--- src/rtl/pcpa_pkg.sv ---
`timescale 1ns / 1ps
`default_nettype none

package pcpa_pkg;

  // Fixed field widths of the item channels and the configuration port.
  localparam int ADDR_W      = 34;
  localparam int CPU_FIELD_W = 3;
  localparam int STATUS_W    = 2;
  localparam int CFG_IDX_W   = 1;

  // Default sizing of the allocator.
  localparam int CPUS_DEF       = 8;
  localparam int MAX_PAGES_DEF  = 32768;
  localparam int PAGE_BYTES_DEF = 4096;

  // Configuration reset values.
  localparam logic [ADDR_W-1:0] LOWEST_RST = 34'h0_8000_0000;
  localparam logic [ADDR_W-1:0] TOP_RST    = 34'h0_8800_0000;

  // Register indexes of the configuration port.
  localparam logic [CFG_IDX_W-1:0] CFG_LOWEST = 1'b0;
  localparam logic [CFG_IDX_W-1:0] CFG_TOP    = 1'b1;

  // Operation codes of an input item.
  localparam logic OP_FREE  = 1'b0;
  localparam logic OP_ALLOC = 1'b1;

  // Result status codes.
  localparam logic [STATUS_W-1:0] STATUS_DONE     = 2'd0;
  localparam logic [STATUS_W-1:0] STATUS_NO_PAGE  = 2'd1;
  localparam logic [STATUS_W-1:0] STATUS_BAD_ADDR = 2'd2;

  // Commands from the controller to the datapath.
  typedef struct packed {
    logic capture;
    logic check;
    logic apply;
    logic pop;
  } pcpa_cmd_t;

  // Status from the datapath to the controller.
  typedef struct packed {
    logic can_emit;
    logic pop_needed;
  } pcpa_sts_t;

endpackage

`default_nettype wire

--- src/rtl/pcpa_ctrl.sv ---
`timescale 1ns / 1ps
`default_nettype none

// Sequencer: accept, check, apply (emit result), and pop the link for an alloc that finds a page.
module pcpa_ctrl (
  input  wire logic                clk_i,
  input  wire logic                rst_ni,
  input  wire logic                in_valid_i,
  output logic                     in_ready_o,
  input  wire pcpa_pkg::pcpa_sts_t sts_i,
  output pcpa_pkg::pcpa_cmd_t      cmd_o
);

  localparam logic [1:0] S_IDLE  = 2'd0;
  localparam logic [1:0] S_CHECK = 2'd1;
  localparam logic [1:0] S_APPLY = 2'd2;
  localparam logic [1:0] S_POP   = 2'd3;

  logic [1:0] state_q, state_d;

  // Next state and commands.
  always_comb begin
    state_d    = state_q;
    cmd_o      = '0;
    in_ready_o = 1'b0;
    case (state_q)
      S_IDLE: begin
        in_ready_o    = 1'b1;
        cmd_o.capture = in_valid_i;
        if (in_valid_i) begin
          state_d = S_CHECK;
        end
      end
      S_CHECK: begin
        cmd_o.check = 1'b1;
        state_d     = S_APPLY;
      end
      S_APPLY: begin
        // Hold here while the previous result has not been taken.
        if (sts_i.can_emit) begin
          cmd_o.apply = 1'b1;
          state_d     = sts_i.pop_needed ? S_POP : S_IDLE;
        end
      end
      S_POP: begin
        cmd_o.pop = 1'b1;
        state_d   = S_IDLE;
      end
      default: begin
        state_d = S_IDLE;
      end
    endcase
  end

  always_ff @(posedge clk_i or negedge rst_ni) begin
    if (!rst_ni) begin
      state_q <= S_IDLE;
    end else begin
      state_q <= state_d;
    end
  end

endmodule

`default_nettype wire

--- config.mk ---
export PLATFORM = sky130hd
export DESIGN_NAME = pcpa_ctrl
export DESIGN_NICKNAME = d
export VERILOG_FILES = /design/src/rtl/pcpa_pkg.sv /design/src/rtl/pcpa_ctrl.sv
export SDC_FILE = /design/constraint.sdc
export NUM_CORES = 1
export LEC_CHECK = 0
export BUFFER_PORTS_ARGS = -buffer_cell sky130_fd_sc_hd__buf_2
export CORE_AREA = 5 5 42 44
export CTS_BUF_LIST = sky130_fd_sc_hd__clkbuf_8
export CTS_CLUSTER_SIZE = 40
export DETAILED_ROUTE_END_ITERATION = 10
export DIE_AREA = 0 0 47 49
export GPL_TIMING_DRIVEN = 0
export PLACE_DENSITY = 0.3
export SYNTH_ARGS = -nofsm -noshare
export SYNTH_HDL_FRONTEND = slang
export SYNTH_SLANG_ARGS = --single-unit
--- constraint.sdc ---
create_clock -name clk_i -period 1.6 [get_ports clk_i]
set_clock_uncertainty 0.2 [all_clocks]
set_input_delay 0.16 -clock clk_i [delete_from_list [all_inputs] [get_ports clk_i]]
set_output_delay 0.16 -clock clk_i [all_outputs]
set_load 0.05 [all_outputs]
Word-level counts from Yosys, hierarchy flattened
Cells that the tools add are included.
{"block": "totals", "ff_bits": 2, "inputBits": 5, "output_inout_bits": 5, "word_cells": 18}
{"block": "op_classes", "n_eq_ne": 5, "n_mux": 10, "n_reduce_logical": 2}
{"operator": "$pmux 2 s4", "n": 1}
{"operator": "$mux 1", "n": 6}
{"operator": "$mux 2", "n": 3}
{"operator": "$eq 2x2->1 const B", "n": 2}
{"operator": "$ne 2x2->1 const B", "n": 2}
{"operator": "$eq 2x1->1 const B", "n": 1}
{"operator": "$logic_not 2->1", "n": 1}
{"operator": "$reduce_and 2->1", "n": 1}

Depth between registers and ports, before layout
Gate-level depths: netlist of the first run.
{"block": "logic_depth", "word_depth": 3, "mapped_depth": 2, "depth_no_buf": 2}

Worst setup path after synthesis of the first run
OpenSTA, ideal clock, no wires.
{"block": "synth_path", "path_type": "register to register", "start": "reg state_q[0]", "end": "reg state_q[0]", "setup_time_ns": 0.069, "t_arrival_ns": 1.302, "required_time_ns": 1.331, "slack_ns": 0.029, "stages_incl_launch_ff": 3, "n_path_buf": 0, "synth_period_minus_slack_ns": 1.571, "path_cell_list": "dfrtp_1 nor3b_2 a31o_2"}
{"block": "synth_via", "elab_chain_len": 3, "word_cells_on_any_way": 8, "cone_classes": "5 x eq/ne; 1 x mux; 2 x reduce/logical"}
{"element": "start: declaration", "line": "pcpa_ctrl.sv:19", "rtl": "logic [1:0] state_q, state_d;"}
{"element": "start signal: assignment", "line": "pcpa_ctrl.sv:59", "rtl": "state_q <= state_d;"}
{"element": "$eq 2x2->1 or $logic_not 2->1 (tied branches)", "line": "pcpa_ctrl.sv:26", "rtl": "case (state_q)"}
{"element": "$ne 2x2->1 (no source line)"}
{"element": "$reduce_and 2->1 (no source line)"}
Parallel ways exist; a longest one is shown, timed or not.
A chain may end at the register's enable or synchronous reset.

==> reports/results.ini, run 1 <==
[run_status]
status = finished clean

[worst_setup_path]
crit_path_max_incr_delay_ns = 0.40
cp-end-kind = output port
crit_path_max_fanout = 5
cp_slowest_cell = dfrtp_1
criticalPathCategory = reg2out
worstSetupStartpointType = flop
worst-path-buf-inv = 1
r2r-start = state_q[1]$_DFFE_PN0P_
cp-startpoint = state_q[1]$_DFFE_PN0P_
required_ns = 1.24
worstPathCellList = nor2b_2 -> and2_2 -> buf_4
cp.arrival_ns = 1.16
critPathTopFamily = flip-flops

[synth]
synth_top_area_cell = dfrtp_1
synth-xor-area-share_pct = 0
syn_inst = 11
synth-simple-area-share_pct = 43.0
yosys_warnings = 0
yosys_register_bits = 2
ys_seq_area_share_pct = 43.0
syn_avg_cell_area_um2 = 10.6
synth_top_area_share_pct = 43.0
synth_area_leaders = dfrtp_1, and2_2, nor2b_1
synth_ff_type = dfrtp_1
synth_edf_count = 0
synth_top_family_by_area = simple AND/OR/NAND/NOR gates
async_flop_share_pct = 100
netlist_area_um2 = 116
synth_compound_area_share_pct = 14.0
synth.area.mux_share_pct = 0
synth_fa_ha_area_share_pct = 0
syn_nets = 16
yosys-top-cells-count = and2_2, dfrtp_1, nor2b_1
synthDistinctLibCells = 8

[timing]
rsz0062_at_grt = false
min_period_ns = 1.52
setup_viol = 0
tns_ns = 0
finalHoldViolations = 0
worst_slew_pin_slew_ns = 0.255
period_share_pct = 95.0
slew_violations = 0
fmax_mhz = 658
relSlewSlack_pct = 83.1

[min_path]
min_from = sts_i[1]
hold_path.class = in2reg

[power]
p_sw_uw = 280
p_comb_share_pct = 50.8
swShare_pct = 46.7
clkPwrFrac_pct = 32.1
p_per_area_mw_per_mm2 = 2530
power_uw = 600
sequentialPowerShare_pct = 17.1
internal-power_uw = 320
p_leak_nw = 0.124
vdd_drop_max_uv = 631

[clocking]
cts_buffer_depth = 2
clk_pin_slew_worst_paths_ns = 0.03
clkSinkCount = 2
cts_tree = yes
cts_made_buffers = 3
ctsHtreeMaxLevel = 1
clkLatencyLatePin_ns = 0.21
root_buffer = clkbuf_8

[floorplan]
die_area_mm2 = 0.00230
die_x_um = 47
start_util_pct = 8.30
io_pins = 10
core_mm2 = 0.00140
fp.dieH_um = 49
row_count = 14

[global_route]
grt_overflow = 0
grt_usage_pct = 4.08
grt_max_degree = 6
grt_pass1_vias = 141
grt_pass1_wl_um = 593
antenna_found_initial = 0

[detailed_routing]
drc = 0
vias_per_cell = 3.20
initialDrtViolationCount = 0
route.vias.total = 128
routedWlPerCell_um = 8.75
dr.pass1.iters = 1
routed_wl_um = 350
postRouteAntennaNets = 0

[flow_run]
maxCapViolations = 0

[final_layout]
drive_gt1_share_pct = 70.8
largest_reg_flops = 2
antenna_cells = 0
regMostFlops = state_q
multiInputGateArea_um2 = 68.8
final_nets = 31
syn_to_final_growth_pct = 104
regArea_um2 = 50.0
nFillCells = 164
top_regs = state_q x2

[place]
routabilityCongestion = 0.769
port_buffers = 9
hpwl_um = 283

[area by class of cell]
cell class                      instances  share of cell area (%)
Multi-Input combinational cell          9                    28.9
Timing Repair Buffer                   10                    24.2
Sequential cell                         2                    21.1
Clock buffer                            3                    17.4
Tap cell                               16                    8.42
[worst paths after layout]
check / slack (ns) / cells past startpoint / end
max: 0.08 / 3 / cmd_o[1]
min: 0.03 / 2 / state_q[0]$_DFFE_PN0P_
max reg2reg: 0.45 / 2 / state_q[0]$_DFFE_PN0P_
min reg2reg: 0.47 / 2 / state_q[1]$_DFFE_PN0P_
max in group asynchronous: 1.04 / 2 / state_q[0]$_DFFE_PN0P_
min in group asynchronous: 0.07 / 2 / state_q[1]$_DFFE_PN0P_
[placed cells by master, fill, tap and decap left out]
cell type,netlist,final
clkbuf_8,0,3
nand2b_1,1,1
nor3b_2,1,1
dfrtp_1,2,2
buf_4,0,1
and2_2,2,2
nor2b_2,0,1
dlygate4sd3_1,0,1
nor2b_1,2,1
buf_2,0,8
a31o_2,1,1
nor2_1,1,1
a21o_1,1,1
[power groups by stage]
stage | Combinational, mW | Sequential (mW) | Clock, mW
after global routing | 0.325 | 0.107 | 0.206
after CTS | 0.306 | 0.101 | 0.202
final | 0.305 | 0.103 | 0.193
after detailed placement | 0.301 | 0.101 | 0
after floorplan | 0.239 | 0.0952 | 0
after global placement | 0.297 | 0.0987 | 0
[kinds of logic (layout without fill, tap and decap cells)]
kind of cell,Yosys count,after routing
buf+inv,0,13
flops,2,2
simple gates,7,7
compound gates,2,2
[metal layers]
| layer | track usage, % | wire length, um |
|---|---|---|
| met3 | 4.80 | 99 |
| met2 | 3.62 | 96 |
| met5 | 0 | 0 |
| met4 | 2.76 | 0 |
| met1 | 5.05 | 154 |
[stage by stage]
step,worst slack (ns),instance area (um^2),std cells,utilization (%),hold slack [ns]
global placement,0.239,181,36,12.9,-0.253
finish,0.0801,238,40,17.0,0.0282
global route,0.0302,238,40,17.0,0.0433
detailed placement,0.208,181,36,12.9,-0.251
CTS,0.0459,235,40,16.8,0.0266
floorplan,0.0288,116,11,-,-0.336
[worst register-to-register path: stages, from the launching register on]
cell and delay (ns):
dfrtp_1 0.40, nor2b_2 0.18, a31o_2 0.24
[timing repair]
| item | in CTS | in global routing |
|---|---|---|
| cloned | 0 | 0 |
| setup endpoints to repair | 1 | 1 |
| setup buffers | 0 | 0 |
| resized for setup | 1 | 1 |
| hold buffers | 1 | 0 |
| hold endpoints to repair | 2 | 0 |
No activity file was read; power rests on OpenSTA's default activity.
==> run 2, diff against run 1 <==
Settings changed: CELL_PAD_IN_SITES_DETAIL_PLACEMENT set to 1, CELL_PAD_IN_SITES_GLOBAL_PLACEMENT set to 1, GPL_TIMING_DRIVEN 0 to unset, PLACE_DENSITY 0.3 to 0.37.
==> run 2 against run 1 <==
Compared with the run above: total power is 3.6% higher; first-iteration DRC count did not move; fmax fell by 0.17%; sequential share of layout area is 0.64 points lower; worst hold slack lost 0.017 ns; count of clock-buffer cells in the layout did not move; setup slack lost 0.0026 ns; final cell count unchanged; cell area grew 3.2%; critical path type unchanged; highest routed layer unchanged; largest power group unchanged; die area unchanged.
==> reports/results.ini, run 2 (synthesized netlist as in run 1, its figures left out) <==
[run_status]
status = finished clean

[power]
swShare_pct = 46.5  ; -0.17 points
clkPwrFrac_pct = 31.7  ; -0.4 points
internal-power_uw = 333  ; +4.0%
power_uw = 622  ; +3.6%
p_per_area_mw_per_mm2 = 2540  ; +0.47%
p_sw_uw = 289  ; +3.3%
p_comb_share_pct = 51.4  ; +0.6 points
sequentialPowerShare_pct = 17.0  ; about the same
p_leak_nw = 0.127  ; +2.2%
vdd_drop_max_uv = 655  ; +3.9%

[clocking]
clkSinkCount = 2  ; unchanged
cts_made_buffers = 3  ; unchanged
post_cts_buffers = 0  ; unchanged
root_buffer = clkbuf_8
ctsHtreeMaxLevel = 1  ; unchanged
clk_pin_slew_worst_paths_ns = 0.03  ; about the same
clkLatencyLatePin_ns = 0.21  ; about the same
cts_tree = yes
cts_buffer_depth = 2  ; unchanged

[floorplan]
start_util_pct = 8.30  ; unchanged
die_x_um = 47  ; unchanged
row_count = 14  ; unchanged
fp.dieH_um = 49  ; unchanged
die_area_mm2 = 0.00230  ; unchanged
core_mm2 = 0.00140  ; unchanged
io_pins = 10  ; unchanged

[final_layout]
antenna_cells = 0  ; unchanged
layout_commonest_cell = buf_2
regMostFlops = state_q
largest_reg_flops = 2  ; unchanged
layoutNonFillerInstCount = 40  ; unchanged
finalInstanceArea_um2 = 245  ; +3.2%
top_regs = state_q x2
final_nets = 31  ; unchanged
syn_to_final_growth_pct = 111
layout_common_cells = buf_2, clkbuf_8, and2_2, dfrtp_1
drive_gt1_share_pct = 70.8  ; unchanged

[timing]
worst_hold_slack_ns = 0.0107  ; -0.0175 ns
worst_slew_pin_slew_ns = 0.253  ; -0.00157 ns
fmax_mhz = 657  ; -0.17%
finalHoldViolations = 0  ; unchanged
slew_violations = 0  ; unchanged
setup_viol = 0  ; unchanged
rsz0062_at_grt = false
relSlewSlack_pct = 83.2  ; +0.10 points
tns_ns = 0  ; unchanged
min_period_ns = 1.52  ; +0.00264 ns
period_share_pct = 95.2  ; +0.16 points

[worst_setup_path]
cp.arrival_ns = 1.16  ; about the same
criticalPathCategory = reg2out
required_ns = 1.24  ; about the same
worstPathCellList = nor2b_4 -> and2_2 -> clkbuf_4
crit_path_max_incr_delay_ns = 0.43  ; +0.03 ns
cp-end-kind = output port
cp_slowest_cell = dfrtp_1
worstSetupStartpointType = flop
crit_path_max_fanout = 5  ; unchanged

[detailed_routing]
initialDrtViolationCount = 0  ; unchanged
routedWlPerCell_um = 9.35  ; +6.9%
postRouteAntennaNets = 0  ; unchanged
drc = 0  ; unchanged
vias_per_cell = 3.25  ; +1.6%
route.vias.total = 130  ; +1.6%
dr.pass1.iters = 1  ; unchanged
routed_wl_um = 374  ; +6.9%

[global_route]
grt_overflow = 0  ; unchanged
grt_pass1_wl_um = 690  ; +16%
grt_max_degree = 6  ; unchanged
grt_usage_pct = 4.58  ; +0.49 points
antenna_found_initial = 0  ; unchanged
grt_pass1_vias = 169  ; +20%

[place]
routabilityCongestion = 0.672  ; -13%
port_buffers = 9  ; unchanged
dpl_cell_area_um2 = 181  ; unchanged
dpl.cell_count = 36  ; unchanged

[min_path]
hold_path.class = in2reg

[flow_run]
maxCapViolations = 0  ; unchanged

[run 2: critical path: cells and delay by family, from the launching register on]
family        cells  cell delay, ns
flops             1            0.43
buf+inv           1            0.22
simple gates      2            0.31
[run 2: cell type report]
cell class              count  area, um^2
fillers                   177        1160
multi-input cells           9        73.8
repair buffers             10        60.1
flip-flops and latches      2        50.0
clock buffers               3        41.3
well taps                  16        20.0
[run 2: metal layers]
layer / routed length, um / share of wire (%) / track usage, %
met3: 67 / 18 / 2.21
met4: 0 / 0 / 5.53
met1: 180 / 48 / 5.49
met5: 0 / 0 / 0
met2: 126 / 34 / 4.98
[run 2: path summary, 6_finish.rpt]
| check | slack [ns] | depth (start not counted) | to | startpoint |
|---|---|---|---|---|
| max in group asynchronous | 1.03 | 2 | state_q[1]$_DFFE_PN0P_ | rst_ni |
| setup reg to reg | 0.49 | 2 | state_q[0]$_DFFE_PN0P_ | state_q[1]$_DFFE_PN0P_ |
| min in group asynchronous | 0.07 | 2 | state_q[0]$_DFFE_PN0P_ | rst_ni |
| hold reg to reg | 0.46 | 2 | state_q[1]$_DFFE_PN0P_ | state_q[1]$_DFFE_PN0P_ |
| setup / recovery | 0.08 | 3 | cmd_o[1] | state_q[0]$_DFFE_PN0P_ |
| hold / removal | 0.01 | 2 | state_q[0]$_DFFE_PN0P_ | sts_i[0] |
[run 2: per-stage QoR]
step                setup WS [ns]  util, %
finish                     0.0774     17.5
global route               0.0182     17.5
CTS                       0.00307     16.8
detailed placement          0.164     12.9
global placement            0.220     12.9
floorplan                  0.0288        -
[run 2: timing repair]
item                                   4_1_cts  5_1_grt
endpoints found under the hold margin        2        0
pin swaps                                    0        0
resized for setup                            1        4
setup endpoints to repair                    1        2
hold buffers                                 1        0
cloned                                       0        0
[run 2: power by group through the flow]
stage	clock (mW)	combinational (mW)	sequential, mW
after detailed placement	0	0.302	0.100
after floorplan	0	0.239	0.0952
final	0.197	0.320	0.106
after CTS	0.204	0.308	0.102
after global placement	0	0.297	0.0980
after global routing	0.212	0.337	0.113
==> run 3, diff against run 2 <==
Clock period 1.6 ns to 1.7 ns, I/O delays scaled along.
==> run 3 against run 2 <==
Compared with the run above: largest power group unchanged; setup slack improved by 0.034 ns; critical path type unchanged; combinational power fell by 11%; register-to-register slack improved by 0.07 ns; wire length rose by 0.53%; critical path depth did not move; total power fell by 9.1%; global-route usage did not move.
==> reports/results.ini, run 3 (synthesized netlist as in run 1, its figures left out) <==
[run_status]
status = finished clean

[global_route]
grt_overflow = 0  ; unchanged
grt_pass1_vias = 169  ; unchanged
met3_usage_pct = 2.21  ; unchanged
use_met1_pct = 5.49  ; unchanged
antenna_found_initial = 0  ; unchanged
use_met2_pct = 4.98  ; unchanged
grt_max_degree = 6  ; unchanged
grt_pass1_wl_um = 690  ; unchanged
top_usage_layer = met4
grt_usage_pct = 4.58  ; unchanged

[power]
sequentialPowerShare_pct = 16.8  ; -0.2 points
power_uw = 566  ; -9.1%
p_sw_uw = 268  ; -7.5%
p_per_area_mw_per_mm2 = 2410  ; -5.2%
internal-power_uw = 298  ; -10%
p_comb_share_pct = 50.4  ; -1.0 points
clkPwrFrac_pct = 32.8  ; +1.1 points
vdd_drop_max_uv = 584  ; -11%
p_leak_nw = 0.124  ; -2.3%
swShare_pct = 47.3  ; +0.80 points

[timing]
slew_violations = 0  ; unchanged
tns_ns = 0  ; unchanged
fmax_mhz = 629
finalHoldViolations = 0  ; unchanged
setup_viol = 0  ; unchanged
min_period_ns = 1.59
worst_slew_pin_slew_ns = 0.253  ; +0.00000417 ns
rsz0062_at_grt = false
relSlewSlack_pct = 83.2  ; about the same
period_share_pct = 93.5

[worst_setup_path]
rrSetupSlack_ns = 0.56  ; +0.07 ns
cp-startpoint = state_q[1]$_DFFE_PN0P_
crit_path_max_fanout = 5  ; unchanged
criticalPathCategory = reg2out
worstSetupStartpointType = flop
cp.arrival_ns = 1.22  ; +0.06 ns
worstReg2RegEnd = state_q[0]$_DFFE_PN0P_
reg2reg_depth = 2  ; unchanged
cp-end-kind = output port
r2r-start = state_q[1]$_DFFE_PN0P_
required_ns = 1.33  ; +0.09 ns

[clocking]
ctsHtreeMaxLevel = 1  ; unchanged
cts_tree = yes
root_buffer = clkbuf_8
clkLatencyLatePin_ns = 0.21  ; about the same
clkSinkCount = 2  ; unchanged
cts_made_buffers = 3  ; unchanged
clk_pin_slew_worst_paths_ns = 0.03  ; about the same
cts_buffer_depth = 2  ; unchanged
post_cts_buffers = 0  ; unchanged

[final_layout]
layout_common_cells = buf_2, clkbuf_8, and2_2, dfrtp_1
final_nets = 31  ; unchanged
drive_gt1_share_pct = 70.8  ; unchanged
layout_commonest_cell = buf_2
top_regs = state_q x2
largest_reg_flops = 2  ; unchanged
antenna_cells = 0  ; unchanged
syn_to_final_growth_pct = 102
regMostFlops = state_q
finalInstanceArea_um2 = 235  ; -4.1%

[floorplan]
row_count = 14  ; unchanged
start_util_pct = 8.30  ; unchanged
die_x_um = 47  ; unchanged
core_mm2 = 0.00140  ; unchanged
fp.dieH_um = 49  ; unchanged
die_area_mm2 = 0.00230  ; unchanged
io_pins = 10  ; unchanged

[flow_run]
maxCapViolations = 0  ; unchanged

[detailed_routing]
postRouteAntennaNets = 0  ; unchanged
vias_per_cell = 3.25  ; unchanged
dr.pass1.iters = 1  ; unchanged
routedWlPerCell_um = 9.40  ; +0.53%
route.vias.total = 130  ; unchanged
initialDrtViolationCount = 0  ; unchanged
drc = 0  ; unchanged
routed_wl_um = 376  ; +0.53%

[min_path]
hold_path.class = in2reg
hold_end = state_q[0]$_DFFE_PN0P_
hold_depth = 2  ; unchanged
min_from = sts_i[0]

[place]
routabilityCongestion = 0.672  ; unchanged
port_buffers = 9  ; unchanged
dpl_cell_area_um2 = 181  ; unchanged

-- run 3: changes by cell type in the layout (fill, tap and decap cells not counted), sizes merged --
cell,delta
buf,+1
clkbuf,-1
-- run 3: per-layer routing --
metal | part of all wire [%] | vias to the layer above
li1 | - | 64
met4 | 0 | 0
met2 | 34 | 10
met1 | 48 | 56
met3 | 18 | 0
met5 | 0 | -
-- run 3: final cells by class --
cell class	count	area, um^2
Multi-Input combinational cell	9	68.8
Sequential cell	2	50.0
Timing Repair Buffer	10	55.1
Tap cell	16	20.0
Fill cell	179	1170
Clock buffer	3	41.3
-- run 3: timing repair --
item	CTS	global route
hold endpoints to repair	2	0
gates resized for setup	0	1
endpoints found under the setup margin	0	1
hold buffers	1	0
-- run 3: metrics by stage --
| stage | instances | hold slack, ns | worst slack (ns) | utilization (%) |
|---|---|---|---|---|
| 2_1_floorplan | 11 | -0.326 | 0.129 | - |
| 3_3_place_gp | 36 | -0.243 | 0.310 | 12.9 |
| 3_5_place_dp | 36 | -0.240 | 0.254 | 12.9 |
| 4_1_cts | 40 | 0.0160 | 0.0286 | 16.6 |
| 5_1_grt | 40 | 0.0361 | 0.0483 | 16.8 |
| 6_report | 40 | 0.0206 | 0.111 | 16.8 |
-- run 3: worst max path at each step --
stage,end,depth (start not counted)
2_1_floorplan,state_q[0]$_DFFE_PN0P_,2
3_3_place_gp,cmd_o[1],3
3_5_place_dp,cmd_o[1],3
4_1_cts,cmd_o[1],3
5_1_grt,cmd_o[1],3
6_report,cmd_o[1],3
-- run 3: critical path, stage by stage (launching register included) --
cell     delay (ns)
dfrtp_1        0.39
nor2b_2        0.21
and2_2         0.16
buf_2          0.25
-- run 3: power by group through the flow --
| stage | registers, mW | clock network (mW) | logic (mW) |
|---|---|---|---|
| 2_1_floorplan | 0.0896 | 0 | 0.225 |
| 3_3_place_gp | 0.0922 | 0 | 0.280 |
| 3_5_place_dp | 0.0944 | 0 | 0.284 |
| 4_1_cts | 0.0940 | 0.192 | 0.287 |
| 5_1_grt | 0.102 | 0.199 | 0.301 |
| 6_report | 0.0952 | 0.185 | 0.285 |
